===== src/rtl/assert_macros.svh =====
`ifndef ASSERT_MACROS_SVH
`define ASSERT_MACROS_SVH

// consequent must hold in the same cycle as the antecedent
`define ASSERT_SAME_CYCLE(lbl, ante, cons) \
  lbl: assert property (@(posedge clk) disable iff (rst) (ante) |-> (cons)) \
    else $error("same-cycle check failed");

// consequent must hold in the cycle after the antecedent
`define ASSERT_NEXT_CYCLE(lbl, ante, cons) \
  lbl: assert property (@(posedge clk) disable iff (rst) (ante) |=> (cons)) \
    else $error("next-cycle check failed");

`endif


===== src/rtl/itra_pkg.sv =====
package itra_pkg;

  typedef logic [5:0] digit_t;
  typedef logic [6:0] char_t;

  localparam char_t CHAR_ZERO  = 7'h30;
  localparam char_t CHAR_NINE  = 7'h39;
  localparam char_t CHAR_A     = 7'h41;
  localparam char_t CHAR_Z     = 7'h5A;
  localparam char_t CHAR_MINUS = 7'h2D;

  localparam digit_t RADIX_MIN   = 6'd2;
  localparam digit_t RADIX_MAX   = 6'd36;
  localparam digit_t RADIX_RESET = 6'd10;
  localparam digit_t DECIMAL     = 6'd10;
  localparam digit_t DIGIT_NINE  = 6'd9;

  typedef struct packed {
    logic load;      // take a new number, clear the digit cells
    logic convert;   // one doubling step of the digit cells
    logic shift;     // move the digit column up by one cell
    logic load_out;  // write the output register
    logic out_sign;  // output register gets '-'
    logic out_last;  // output register gets the last flag
  } dp_cmd_t;

  typedef struct packed {
    logic neg;
    logic top_nonzero;
  } dp_status_t;

  function automatic digit_t sat_radix(input logic [5:0] r);
    digit_t res;
    res = r;
    if (r < RADIX_MIN) res = RADIX_MIN;
    else if (r > RADIX_MAX) res = RADIX_MAX;
    return res;
  endfunction

  function automatic char_t digit_char(input digit_t d);
    char_t res;
    digit_t above_nine;
    above_nine = d - DECIMAL;
    if (d <= DIGIT_NINE) res = CHAR_ZERO + 7'(d);
    else res = CHAR_A + 7'(above_nine);
    return res;
  endfunction

endpackage


===== src/rtl/integer_to_radix_ascii_unit.sv =====
// Converts a signed integer to ASCII text in base radix (2 to 36, saturated at both ends;
// reset value 10), most significant character first, with last set on the final character.
// Digits above nine are upper-case letters. Only base ten shows a negative value as '-'
// and its magnitude; other bases print the two's-complement pattern as unsigned.
// One number at a time: a row of NUMBER_WIDTH base-r digit cells takes the magnitude one
// bit per cycle, and its carries ripple up one cell per cycle. The digit column then
// shifts up one cell per cycle unless the output stalls; leading zero cells are dropped,
// and a '-' goes out first for a negative base-ten value.
// A new number is taken while the last character still waits in the output register.
module integer_to_radix_ascii_unit import itra_pkg::*; #(
  parameter int NUMBER_WIDTH = 32
) (
  input  logic                    clk,
  input  logic                    rst,
  input  logic                    cfg_enable,
  input  logic [5:0]              cfg_data,
  input  logic                    in_valid,
  output logic                    in_stall,
  input  logic [NUMBER_WIDTH-1:0] number,
  output logic                    out_valid,
  input  logic                    out_stall,
  output char_t                   character,
  output logic                    last
);

  `include "assert_macros.svh"

  logic [5:0] radix;
  digit_t     radix_eff;
  dp_cmd_t    cmd;
  dp_status_t status;

  always_ff @(posedge clk) begin
    if (rst) begin
      radix <= RADIX_RESET;
    end else if (cfg_enable) begin
      radix <= cfg_data;
    end
  end

  assign radix_eff = sat_radix(radix);

  itra_ctrl #(
    .NUMBER_WIDTH(NUMBER_WIDTH)
  ) u_ctrl (
    .clk      (clk),
    .rst      (rst),
    .in_valid (in_valid),
    .in_stall (in_stall),
    .out_valid(out_valid),
    .out_stall(out_stall),
    .status   (status),
    .cmd      (cmd)
  );

  itra_dp #(
    .NUMBER_WIDTH(NUMBER_WIDTH)
  ) u_dp (
    .clk      (clk),
    .number   (number),
    .radix_eff(radix_eff),
    .cmd      (cmd),
    .status   (status),
    .character(character),
    .last     (last)
  );

  // a transaction on the input starts a conversion that holds off the next one
  `ASSERT_NEXT_CYCLE(a_busy_after_accept, in_valid && !in_stall, in_stall)
  // when ready for a new number, a pending character can only be the final one
  `ASSERT_SAME_CYCLE(a_idle_only_last, out_valid && !in_stall, last)
  // a sign is never the whole text
  `ASSERT_SAME_CYCLE(a_sign_not_last, out_valid && character == CHAR_MINUS, !last)
  `ASSERT_SAME_CYCLE(a_char_set, out_valid,
    character == CHAR_MINUS || (character >= CHAR_ZERO && character <= CHAR_NINE) ||
    (character >= CHAR_A && character <= CHAR_Z))

endmodule


===== src/rtl/itra_dp.sv =====
module itra_dp import itra_pkg::*; #(
  parameter int NUMBER_WIDTH = 32
) (
  input  logic                    clk,
  input  logic [NUMBER_WIDTH-1:0] number,
  input  digit_t                  radix_eff,
  input  dp_cmd_t                 cmd,
  output dp_status_t              status,
  output char_t                   character,
  output logic                    last
);

  logic [NUMBER_WIDTH-1:0] mag_sr;
  logic [NUMBER_WIDTH-1:0] pend;
  logic                    neg;
  logic                    neg_now;
  digit_t                  digits [NUMBER_WIDTH];
  logic [NUMBER_WIDTH-1:0] carry;
  logic [NUMBER_WIDTH-1:0] act_in;

  assign neg_now = (radix_eff == DECIMAL) && number[NUMBER_WIDTH-1];

  // magnitude bits go in msb first; pend marks the cycles that still carry a bit
  always_ff @(posedge clk) begin
    if (cmd.load) begin
      mag_sr <= neg_now ? (~number + 1'b1) : number;
      pend   <= '1;
      neg    <= neg_now;
    end else if (cmd.convert) begin
      mag_sr <= {mag_sr[NUMBER_WIDTH-2:0], 1'b0};
      pend   <= {pend[NUMBER_WIDTH-2:0], 1'b0};
    end
  end

  // row of base-r digit cells, each doubles and adds the carry of the cell below;
  // cell j's active flag is a registered copy of cell j-1's, and carries pass through cy
  for (genvar j = 0; j < NUMBER_WIDTH; j++) begin : g_cell
    digit_t     dig;
    digit_t     below;
    logic       cy;
    logic       cin;
    logic [6:0] sum;
    logic [6:0] diff;
    logic       ge;

    if (j == 0) begin : g_first
      assign cin       = mag_sr[NUMBER_WIDTH-1];
      assign act_in[j] = pend[NUMBER_WIDTH-1];
      assign below     = '0;
    end else begin : g_rest
      logic act;
      assign cin       = carry[j-1];
      assign act_in[j] = act;
      assign below     = digits[j-1];
      always_ff @(posedge clk) begin
        if (cmd.load) begin
          act <= 1'b1;
        end else if (cmd.convert) begin
          act <= act_in[j-1];
        end
      end
    end

    assign sum  = {dig, 1'b0} + 7'(cin);
    assign diff = sum - {1'b0, radix_eff};
    assign ge   = sum >= {1'b0, radix_eff};

    always_ff @(posedge clk) begin
      if (cmd.load) begin
        dig <= '0;
        cy  <= 1'b0;
      end else if (cmd.convert) begin
        if (act_in[j]) begin
          dig <= ge ? diff[5:0] : sum[5:0];
          cy  <= ge;
        end else begin
          cy  <= 1'b0;
        end
      end else if (cmd.shift) begin
        dig <= below;
      end
    end

    assign digits[j] = dig;
    assign carry[j]  = cy;
  end

  always_ff @(posedge clk) begin
    if (cmd.load_out) begin
      character <= cmd.out_sign ? CHAR_MINUS : digit_char(digits[NUMBER_WIDTH-1]);
      last      <= cmd.out_last;
    end
  end

  assign status.neg         = neg;
  assign status.top_nonzero = digits[NUMBER_WIDTH-1] != '0;

endmodule


===== src/rtl/itra_ctrl.sv =====
module itra_ctrl import itra_pkg::*; #(
  parameter int NUMBER_WIDTH = 32
) (
  input  logic       clk,
  input  logic       rst,
  input  logic       in_valid,
  output logic       in_stall,
  output logic       out_valid,
  input  logic       out_stall,
  input  dp_status_t status,
  output dp_cmd_t    cmd
);

  localparam int CNT_W = $clog2(2 * NUMBER_WIDTH - 1);
  localparam logic [CNT_W-1:0] CONV_LAST = CNT_W'(2 * NUMBER_WIDTH - 2);
  localparam logic [CNT_W-1:0] EMIT_LAST = CNT_W'(NUMBER_WIDTH - 1);

  localparam logic [1:0] S_IDLE = 2'd0;
  localparam logic [1:0] S_CONV = 2'd1;
  localparam logic [1:0] S_SIGN = 2'd2;
  localparam logic [1:0] S_EMIT = 2'd3;

  logic [1:0]       state, state_next;
  logic [CNT_W-1:0] cnt, cnt_next;
  logic             started, started_next;
  logic             out_valid_next;
  logic             out_free;
  logic             emit_now;

  assign out_free = !out_valid || !out_stall;
  // leading zero cells are dropped, but the bottom cell always gives a character
  assign emit_now = started || status.top_nonzero || (cnt == '0);

  always_comb begin
    cmd          = '0;
    state_next   = state;
    cnt_next     = cnt;
    started_next = started;
    in_stall     = 1'b1;
    unique case (state)
      S_IDLE: begin
        in_stall = 1'b0;
        if (in_valid) begin
          cmd.load     = 1'b1;
          cnt_next     = CONV_LAST;
          started_next = 1'b0;
          state_next   = S_CONV;
        end
      end
      S_CONV: begin
        cmd.convert = 1'b1;
        if (cnt == '0) begin
          cnt_next   = EMIT_LAST;
          state_next = status.neg ? S_SIGN : S_EMIT;
        end else begin
          cnt_next = cnt - 1'b1;
        end
      end
      S_SIGN: begin
        if (out_free) begin
          cmd.load_out = 1'b1;
          cmd.out_sign = 1'b1;
          state_next   = S_EMIT;
        end
      end
      S_EMIT: begin
        if (emit_now) begin
          if (out_free) begin
            cmd.load_out = 1'b1;
            cmd.shift    = 1'b1;
            cmd.out_last = cnt == '0;
            started_next = 1'b1;
            if (cnt == '0) state_next = S_IDLE;
            else cnt_next = cnt - 1'b1;
          end
        end else begin
          cmd.shift = 1'b1;
          cnt_next  = cnt - 1'b1;
        end
      end
      default: state_next = S_IDLE;
    endcase
  end

  always_comb begin
    if (cmd.load_out) out_valid_next = 1'b1;
    else if (!out_stall) out_valid_next = 1'b0;
    else out_valid_next = out_valid;
  end

  always_ff @(posedge clk) begin
    if (rst) begin
      state     <= S_IDLE;
      cnt       <= '0;
      started   <= 1'b0;
      out_valid <= 1'b0;
    end else begin
      state     <= state_next;
      cnt       <= cnt_next;
      started   <= started_next;
      out_valid <= out_valid_next;
    end
  end

endmodule


===== config.mk =====
export PLATFORM = sky130hd
export DESIGN_NAME = integer_to_radix_ascii_unit
export DESIGN_NICKNAME = d
export VERILOG_FILES = /design/src/rtl/itra_pkg.sv /design/src/rtl/integer_to_radix_ascii_unit.sv /design/src/rtl/itra_dp.sv /design/src/rtl/itra_ctrl.sv
export VERILOG_INCLUDE_DIRS = /design/src /design/src/rtl
export SDC_FILE = /design/constraint.sdc
export NUM_CORES = 1
export LEC_CHECK = 0
export BUFFER_PORTS_ARGS = -buffer_cell sky130_fd_sc_hd__buf_2
export CAP_MARGIN = 20
export CORE_MARGIN = 4
export CORE_UTILIZATION = 55
export CTS_CLUSTER_SIZE = 16
export DETAILED_ROUTE_END_ITERATION = 10
export PLACE_DENSITY = 0.72
export SLEW_MARGIN = 20
export SYNTH_ARGS = -nofsm -noshare
export SYNTH_HDL_FRONTEND = slang
export SYNTH_HIERARCHICAL = 1
export SYNTH_SLANG_ARGS = --single-unit

===== constraint.sdc =====
create_clock -name clk -period 7 [get_ports clk]
set_input_delay 1.05 -clock clk [delete_from_list [all_inputs] [get_ports clk]]
set_output_delay 1.05 -clock clk [all_outputs]
set_load 0.05 [all_outputs]

After elaboration in Yosys (flattened, before gate mapping)
Index checks and enable logic that the tools add are counted.
- reductions and logical operators: 49
- order comparisons: 35
- multiplexer cells: 195
- add/sub/neg operators: 69
- equality and inequality tests: 45
- bitwise operators: 1
- operator list (cell ; number):
    $mux W6 ; 135
    $add A7 B1 Y7 ; 32
    $ge A7 B6 Y1 ; 32
    $sub A6 B6 Y6 ; 32
    $mux W32 ; 3
    $ne A2 B1 Y1 const B ; 38
    $reduce_and A2 Y1 ; 32
    $mux W1 ; 45
    $add A32 B1 Y32 const B ; 1
    $not A32 Y32 ; 1
    $pmux W6 S3 ; 1
    $mux W2 ; 7
    $pmux W2 S4 ; 1
    $reduce_and A4 Y1 ; 2
    $add A6 B6 Y7 const A ; 1
    $add A7 B6 Y7 const A ; 1
    $mux W7 ; 1
    $eq A6 B4 Y1 const B ; 1
    $gt A6 B6 Y1 const B ; 1
    $le A6 B4 Y1 const B ; 1
    $logic_not A6 Y1 ; 1
    $lt A6 B2 Y1 const B ; 1
    $reduce_and A6 Y1 ; 1
    $reduce_bool A2 Y1 ; 3
    15 further kinds ; 20
- bits of input ports: 43
- register bits: 343

Logic depth before layout (Yosys ltp)
- depth in word-level cells: 7
- gate-level depth with buffers: 13

Hierarchy
Netlist, hierarchy kept.
- by module, submodules not included (module ; times used ; cells each ; area each (sq um)):
    itra_dp ; 1 ; 3181 ; 26406.6
    itra_ctrl ; 1 ; 96 ; 788.3
    integer_to_radix_ascii_unit ; 1 ; 30 ; 299.0

Least setup slack after synthesis
No wires, ideal clock.
- path kind: register to register
- from: reg radix[2]
- to: reg u_dp.g_cell[26].dig[4]
- period minus slack after synthesis: 5.624 ns
- stages on the path, launching flop included: 10
- arrival time: 5.520 ns
- path buffers: 0
- path slack: 1.376 ns
- data required time: 6.897 ns
- cells stage by stage: dfxtp_1 nor3_4 mux2i_1 ha_1 nand2b_1 a21o_1 a21o_1 a41oi_4 mux2i_1 a2111oi_2
- word-level cells in the longest chain between the ends: 7
- ends and longest elaborated chain (item ; line ; RTL):
    from (decl) ; integer_to_radix_ascii_unit.sv:28 ; logic [5:0] radix;
    from (signal assigned) ; integer_to_radix_ascii_unit.sv:37 ; radix <= cfg_data;
    $gt A6 B6 Y1 ; itra_pkg.sv:36 ; else if (r > RADIX_MAX) res = RADIX_MAX;
    $mux W6 ; itra_pkg.sv:36 ;
    $mux W6 (*) ; itra_pkg.sv:35 ; if (r < RADIX_MIN) res = RADIX_MIN;
    named net radix_eff[0] ; integer_to_radix_ascii_unit.sv:29 ; digit_t radix_eff;
    $sub A6 B6 Y6 / $ge A7 B6 Y1 (equally long branches) ; itra_dp.sv:65, itra_dp.sv:66 ;
    $mux W6 (*) ; itra_dp.sv:74 ; dig <= ge ? diff[5:0] : sum[5:0];
    $mux W6 (*) ; itra_dp.sv:73 ; if (act_in[j]) begin
    $mux W6 (*) ; itra_dp.sv:72 ; end else if (cmd.convert) begin
    to (signal assigned) ; itra_dp.sv:74 ;
    to (signal assigned) ; itra_dp.sv:80 ; dig <= below;
    to (decl) ; itra_dp.sv:38 ; digit_t dig;
Mark *: on every way through the listed nets, which the timed path passes. The rest lies on a longest branch. The select of a mux whose other input is x is not followed.
A chain may end at the register's enable or synchronous reset.

==> metrics.txt <==
# TYPE chip_impl_metric gauge
chip_impl_info{name="result_of_the_run",value="finished clean"} 1
chip_impl_metric{name="dr.pass1.iters",unit=""} 5
chip_impl_metric{name="critical_path_required",unit="ps"} 7460
chip_impl_metric{name="utilization",unit=""} 0.600
chip_impl_metric{name="irDropWorstVdd",unit="V"} 0.000271
chip_impl_metric{name="areaGrowthSynthToFinish",unit="%"} 7.26
chip_impl_metric{name="n_antenna_cell",unit=""} 0
chip_impl_metric{name="row_count",unit=""} 81
chip_impl_info{name="critPathLaunchType",value="flip-flop"} 1
chip_impl_metric{name="clock-skew-final",unit="ps"} 26.0
chip_impl_metric{name="pwr_density_cell",unit="mW/mm2"} 483
chip_impl_metric{name="drc",unit=""} 0
chip_impl_info{name="synthFlopType",value="sky130_fd_sc_hd__dfxtp_1"} 1
chip_impl_metric{name="post_synthesis_register_bit_count",unit=""} 343
chip_impl_metric{name="die_h",unit="um"} 232
chip_impl_metric{name="numPortBuffers",unit=""} 52
chip_impl_metric{name="vias_in_the_first_global_route",unit=""} 24000
chip_impl_metric{name="timing.setup.tns",unit="ps"} 0
chip_impl_metric{name="final-setup-viol-count",unit=""} 0
chip_impl_metric{name="finalWirelength",unit="um"} 71000
chip_impl_metric{name="instances_no_fill",unit=""} 3951
chip_impl_metric{name="drtIter0Drc",unit=""} 1870
chip_impl_metric{name="hold_viol",unit=""} 0
chip_impl_metric{name="relSlewSlack",unit=""} 0.265
chip_impl_info{name="worstSetupEndpointType",value="flip-flop"} 1
chip_impl_metric{name="synth-edff-count",unit=""} 41
chip_impl_metric{name="synth_cells",unit=""} 3307
chip_impl_metric{name="pwr-share-seq",unit=""} 0.267
chip_impl_metric{name="starting_utilization_of_the_core_area",unit=""} 0.559
chip_impl_metric{name="post_synth_instance_area",unit="mm2"} 0.0275
chip_impl_metric{name="cts_made_buffers",unit=""} 42
chip_impl_metric{name="placedCellCount",unit=""} 3875
chip_impl_metric{name="async_flop_share",unit=""} 0
chip_impl_metric{name="syn-mean-instance-area",unit="um2"} 8.31
chip_impl_metric{name="cts_htree_levels",unit=""} 2
chip_impl_metric{name="grt_start_max_net_pins",unit=""} 151
chip_impl_metric{name="final-max-slew-violation-count",unit=""} 0
chip_impl_metric{name="initial_antenna_violation_count",unit=""} 0
chip_impl_info{name="cts-root-buf",value="sky130_fd_sc_hd__clkbuf_16"} 1
chip_impl_metric{name="p_switching",unit="mW"} 6.61
chip_impl_metric{name="worstMarginPinSlew",unit="ps"} 1100
chip_impl_info{name="criticalPathCategory",value="reg2reg"} 1
chip_impl_metric{name="worst_ep_arrival_time",unit="ps"} 4390
chip_impl_metric{name="power.switching_fraction",unit=""} 0.464
chip_impl_metric{name="worst_slack_at_placement",unit="ps"} 2940
chip_impl_metric{name="synth_largest_type_area_fraction",unit=""} 0.220
chip_impl_metric{name="clk_pin_slew_worst_paths",unit="ps"} 60
chip_impl_metric{name="power.leakage",unit="nW"} 11.1
chip_impl_metric{name="power.share.clock",unit=""} 0.153
chip_impl_metric{name="pwr-share-comb",unit=""} 0.580
chip_impl_metric{name="fraction_of_final_layout_cells_with_drive_strength_greater_than_1",unit=""} 0.0611
chip_impl_metric{name="cts_post_setup_buffers_inserted",unit=""} 0
chip_impl_metric{name="fin_crit_sh",unit=""} 0.562
chip_impl_metric{name="synth_seq_area_share",unit=""} 0.265
chip_impl_metric{name="detailedPlacementHpwl",unit="um"} 45100
chip_impl_metric{name="grt_first_pass_wirelength",unit="um"} 118000
chip_impl_metric{name="final.setup.worst_slack",unit="ps"} 3060
chip_impl_metric{name="total_of_fill_cells_in_the_finished_design",unit=""} 4318
chip_impl_metric{name="final.min_clock_period",unit="ps"} 3940
chip_impl_metric{name="grt.overflow.total",unit=""} 0
chip_impl_info{name="synth_top_area_cell",value="sky130_fd_sc_hd__dfxtp_1"} 1
chip_impl_info{name="rsz_0062_raised_after_global_routing",value="no"} 1
chip_impl_metric{name="detailed_place.area",unit="mm2"} 0.0281
chip_impl_metric{name="ios",unit=""} 53
chip_impl_metric{name="finalInstanceArea",unit="mm2"} 0.0295
chip_impl_metric{name="design.die.area",unit="mm2"} 0.0536
chip_impl_metric{name="floorplan.core_area",unit="mm2"} 0.0492
chip_impl_metric{name="route.detailed.wl_per_inst",unit="um"} 18.0
chip_impl_info{name="clock_tree_from_tritoncts",value="built"} 1
chip_impl_metric{name="ant_nets",unit=""} 0
chip_impl_metric{name="route.detailed.vias_per_inst",unit=""} 6.24
chip_impl_metric{name="clk_latency",unit="ps"} 580
chip_impl_metric{name="timing.critical_path.fanout_max",unit=""} 60
chip_impl_metric{name="synth.lib_cells_used.distinct",unit=""} 88
chip_impl_info{name="hold_path.class",value="reg2reg"} 1
chip_impl_metric{name="cts.path.max_buffers",unit=""} 3
chip_impl_metric{name="cts_hold_buf",unit=""} 0
chip_impl_metric{name="internal_power",unit="mW"} 7.62
chip_impl_metric{name="synth_nets",unit=""} 3620
chip_impl_metric{name="vias",unit=""} 24700
chip_impl_metric{name="clock_sinks",unit=""} 343
chip_impl_metric{name="ctsResizeCount",unit=""} 0
chip_impl_info{name="yosys-top-cells-area",value="sky130_fd_sc_hd__dfxtp_1 22%, sky130_fd_sc_hd__ha_1 11%, sky130_fd_sc_hd__mux2i_1 11%"} 1
chip_impl_metric{name="yosys_warnings",unit=""} 6
chip_impl_metric{name="final_net_count",unit=""} 3568
chip_impl_metric{name="maxClockFrequency",unit="MHz"} 254
chip_impl_metric{name="gpl.final_weighted_congestion",unit=""} 0.862
chip_impl_metric{name="grt_usage",unit=""} 0.257
chip_impl_metric{name="die_width",unit="um"} 232
chip_impl_metric{name="maxCapViolCount",unit=""} 0
-- Yosys cell counts (41+ instances only) --
master,n
sky130_fd_sc_hd__nor2_1,310
sky130_fd_sc_hd__dfxtp_1,302
sky130_fd_sc_hd__mux2i_1,294
sky130_fd_sc_hd__o21ai_0,250
sky130_fd_sc_hd__ha_1,238
sky130_fd_sc_hd__nand2_1,214
sky130_fd_sc_hd__a21oi_1,195
sky130_fd_sc_hd__inv_1,164
sky130_fd_sc_hd__o22ai_1,134
sky130_fd_sc_hd__clkbuf_1,124
sky130_fd_sc_hd__xnor2_1,113
sky130_fd_sc_hd__a31oi_1,105
sky130_fd_sc_hd__mux2_1,72
sky130_fd_sc_hd__nand2b_1,58
sky130_fd_sc_hd__o21ai_1,56
sky130_fd_sc_hd__a21o_1,55
sky130_fd_sc_hd__nand3_1,52
sky130_fd_sc_hd__nor2b_1,48
sky130_fd_sc_hd__nor3_1,45
sky130_fd_sc_hd__edfxtp_1,41
-- power groups by stage --
| stage | clock [mW] | sequential, mW | combinational (mW) |
|---|---|---|---|
| 6_report | 2.18 | 3.80 | 8.26 |
| 5_1_grt | 2.30 | 3.92 | 9.19 |
| 4_1_cts | 2.23 | 3.77 | 8.20 |
| 3_5_place_dp | 0 | 3.81 | 8.14 |
| 3_3_place_gp | 0 | 3.77 | 7.85 |
| 2_1_floorplan | 0 | 3.45 | 6.75 |
-- routing by layer --
layer | routed length [um] | track usage
met5 | 0 | 0
met4 | 2220 | 0.0966
met3 | 3810 | 0.0353
met2 | 34100 | 0.447
met1 | 30900 | 0.325
-- final timing paths --
| path | startpoint | depth (start not counted) | slack, ps | endpoint |
|---|---|---|---|---|
| min | u_dp/g_cell[23].cy$_SDFFE_PP0P_ | 2 | 460 | u_dp/g_cell[23].cy$_SDFFE_PP0P_ |
| max | u_ctrl/cnt[0]$_SDFFE_PP0P_ | 11 | 3060 | u_dp/g_cell[3].dig[4]$_SDFFE_PP0P_ |
| min reg2reg | u_dp/g_cell[23].cy$_SDFFE_PP0P_ | 2 | 460 | u_dp/g_cell[23].cy$_SDFFE_PP0P_ |
| max reg2reg | u_ctrl/cnt[0]$_SDFFE_PP0P_ | 11 | 3060 | u_dp/g_cell[3].dig[4]$_SDFFE_PP0P_ |
-- sequential cells by signal, summed over array words and instances (netlist names), 2 cells and up --
register,count
u_dp/pend,32
u_dp/g_cell.dig,186
u_ctrl/state,2
u_dp/g_cell.g_rest.act,31
u_dp/mag_sr,32
u_dp/g_cell.cy,30
radix,6
u_dp/character,7
u_dp/g_cell.below,6
u_ctrl/cnt,6
-- area by class of cell --
class                   instances  area, um2  share of cell area
inverters                     169        638              0.0216
repair buffers                 77        460              0.0156
clock inverters                23        229             0.00776
clock buffers                  53       1120              0.0381
flip-flops and latches        343       7280               0.247
multi-input cells            2622      18900               0.642
well taps                     664        831              0.0282
-- through the flow --
stage	hold slack, ps	total power [mW]
4_1_cts	463	14.2
3_5_place_dp	455	12.0
6_report	464	14.2
5_1_grt	482	15.4
3_3_place_gp	443	11.6
2_1_floorplan	430	10.2
-- worst max-delay path, stage by stage (launching register included) --
cell and delay (ps):
sky130_fd_sc_hd__dfxtp_1 370, sky130_fd_sc_hd__inv_1 60, sky130_fd_sc_hd__ha_1 230, sky130_fd_sc_hd__or4b_1 380
sky130_fd_sc_hd__o21ai_2 150, sky130_fd_sc_hd__a21oi_4 160, sky130_fd_sc_hd__buf_4 550, sky130_fd_sc_hd__buf_4 880
sky130_fd_sc_hd__nor2_1 340, sky130_fd_sc_hd__nor2_1 260, sky130_fd_sc_hd__nor2_1 60, sky130_fd_sc_hd__a2111oi_0 350
-- logic make-up after synthesis --
| logic type | share of synthesized area |
|---|---|
| AOI/OAI and AO/OA | 0.234 |
| DFF | 0.265 |
| adders and majority gates | 0.132 |
| muxes | 0.144 |
| and+or+nand+nor | 0.135 |
| buffers and inverters | 0.0485 |
| xor gates and xnor gates | 0.0420 |
-- layout by cell type (no fill, tap or decap), types with 56 or more instances in the layout --
| cell | count |
|---|---|
| sky130_fd_sc_hd__nand2_1 | 214 |
| sky130_fd_sc_hd__inv_1 | 160 |
| sky130_fd_sc_hd__ha_1 | 237 |
| sky130_fd_sc_hd__dfxtp_1 | 302 |
| sky130_fd_sc_hd__o21ai_0 | 250 |
| sky130_fd_sc_hd__xnor2_1 | 113 |
| sky130_fd_sc_hd__mux2_1 | 72 |
| sky130_fd_sc_hd__o21ai_1 | 56 |
| sky130_fd_sc_hd__o22ai_1 | 134 |
| sky130_fd_sc_hd__a21oi_1 | 194 |
| sky130_fd_sc_hd__mux2i_1 | 293 |
| sky130_fd_sc_hd__nor2_1 | 309 |
| sky130_fd_sc_hd__a31oi_1 | 105 |
| sky130_fd_sc_hd__nand2b_1 | 58 |
No activity file was read; power rests on OpenSTA's default activity.
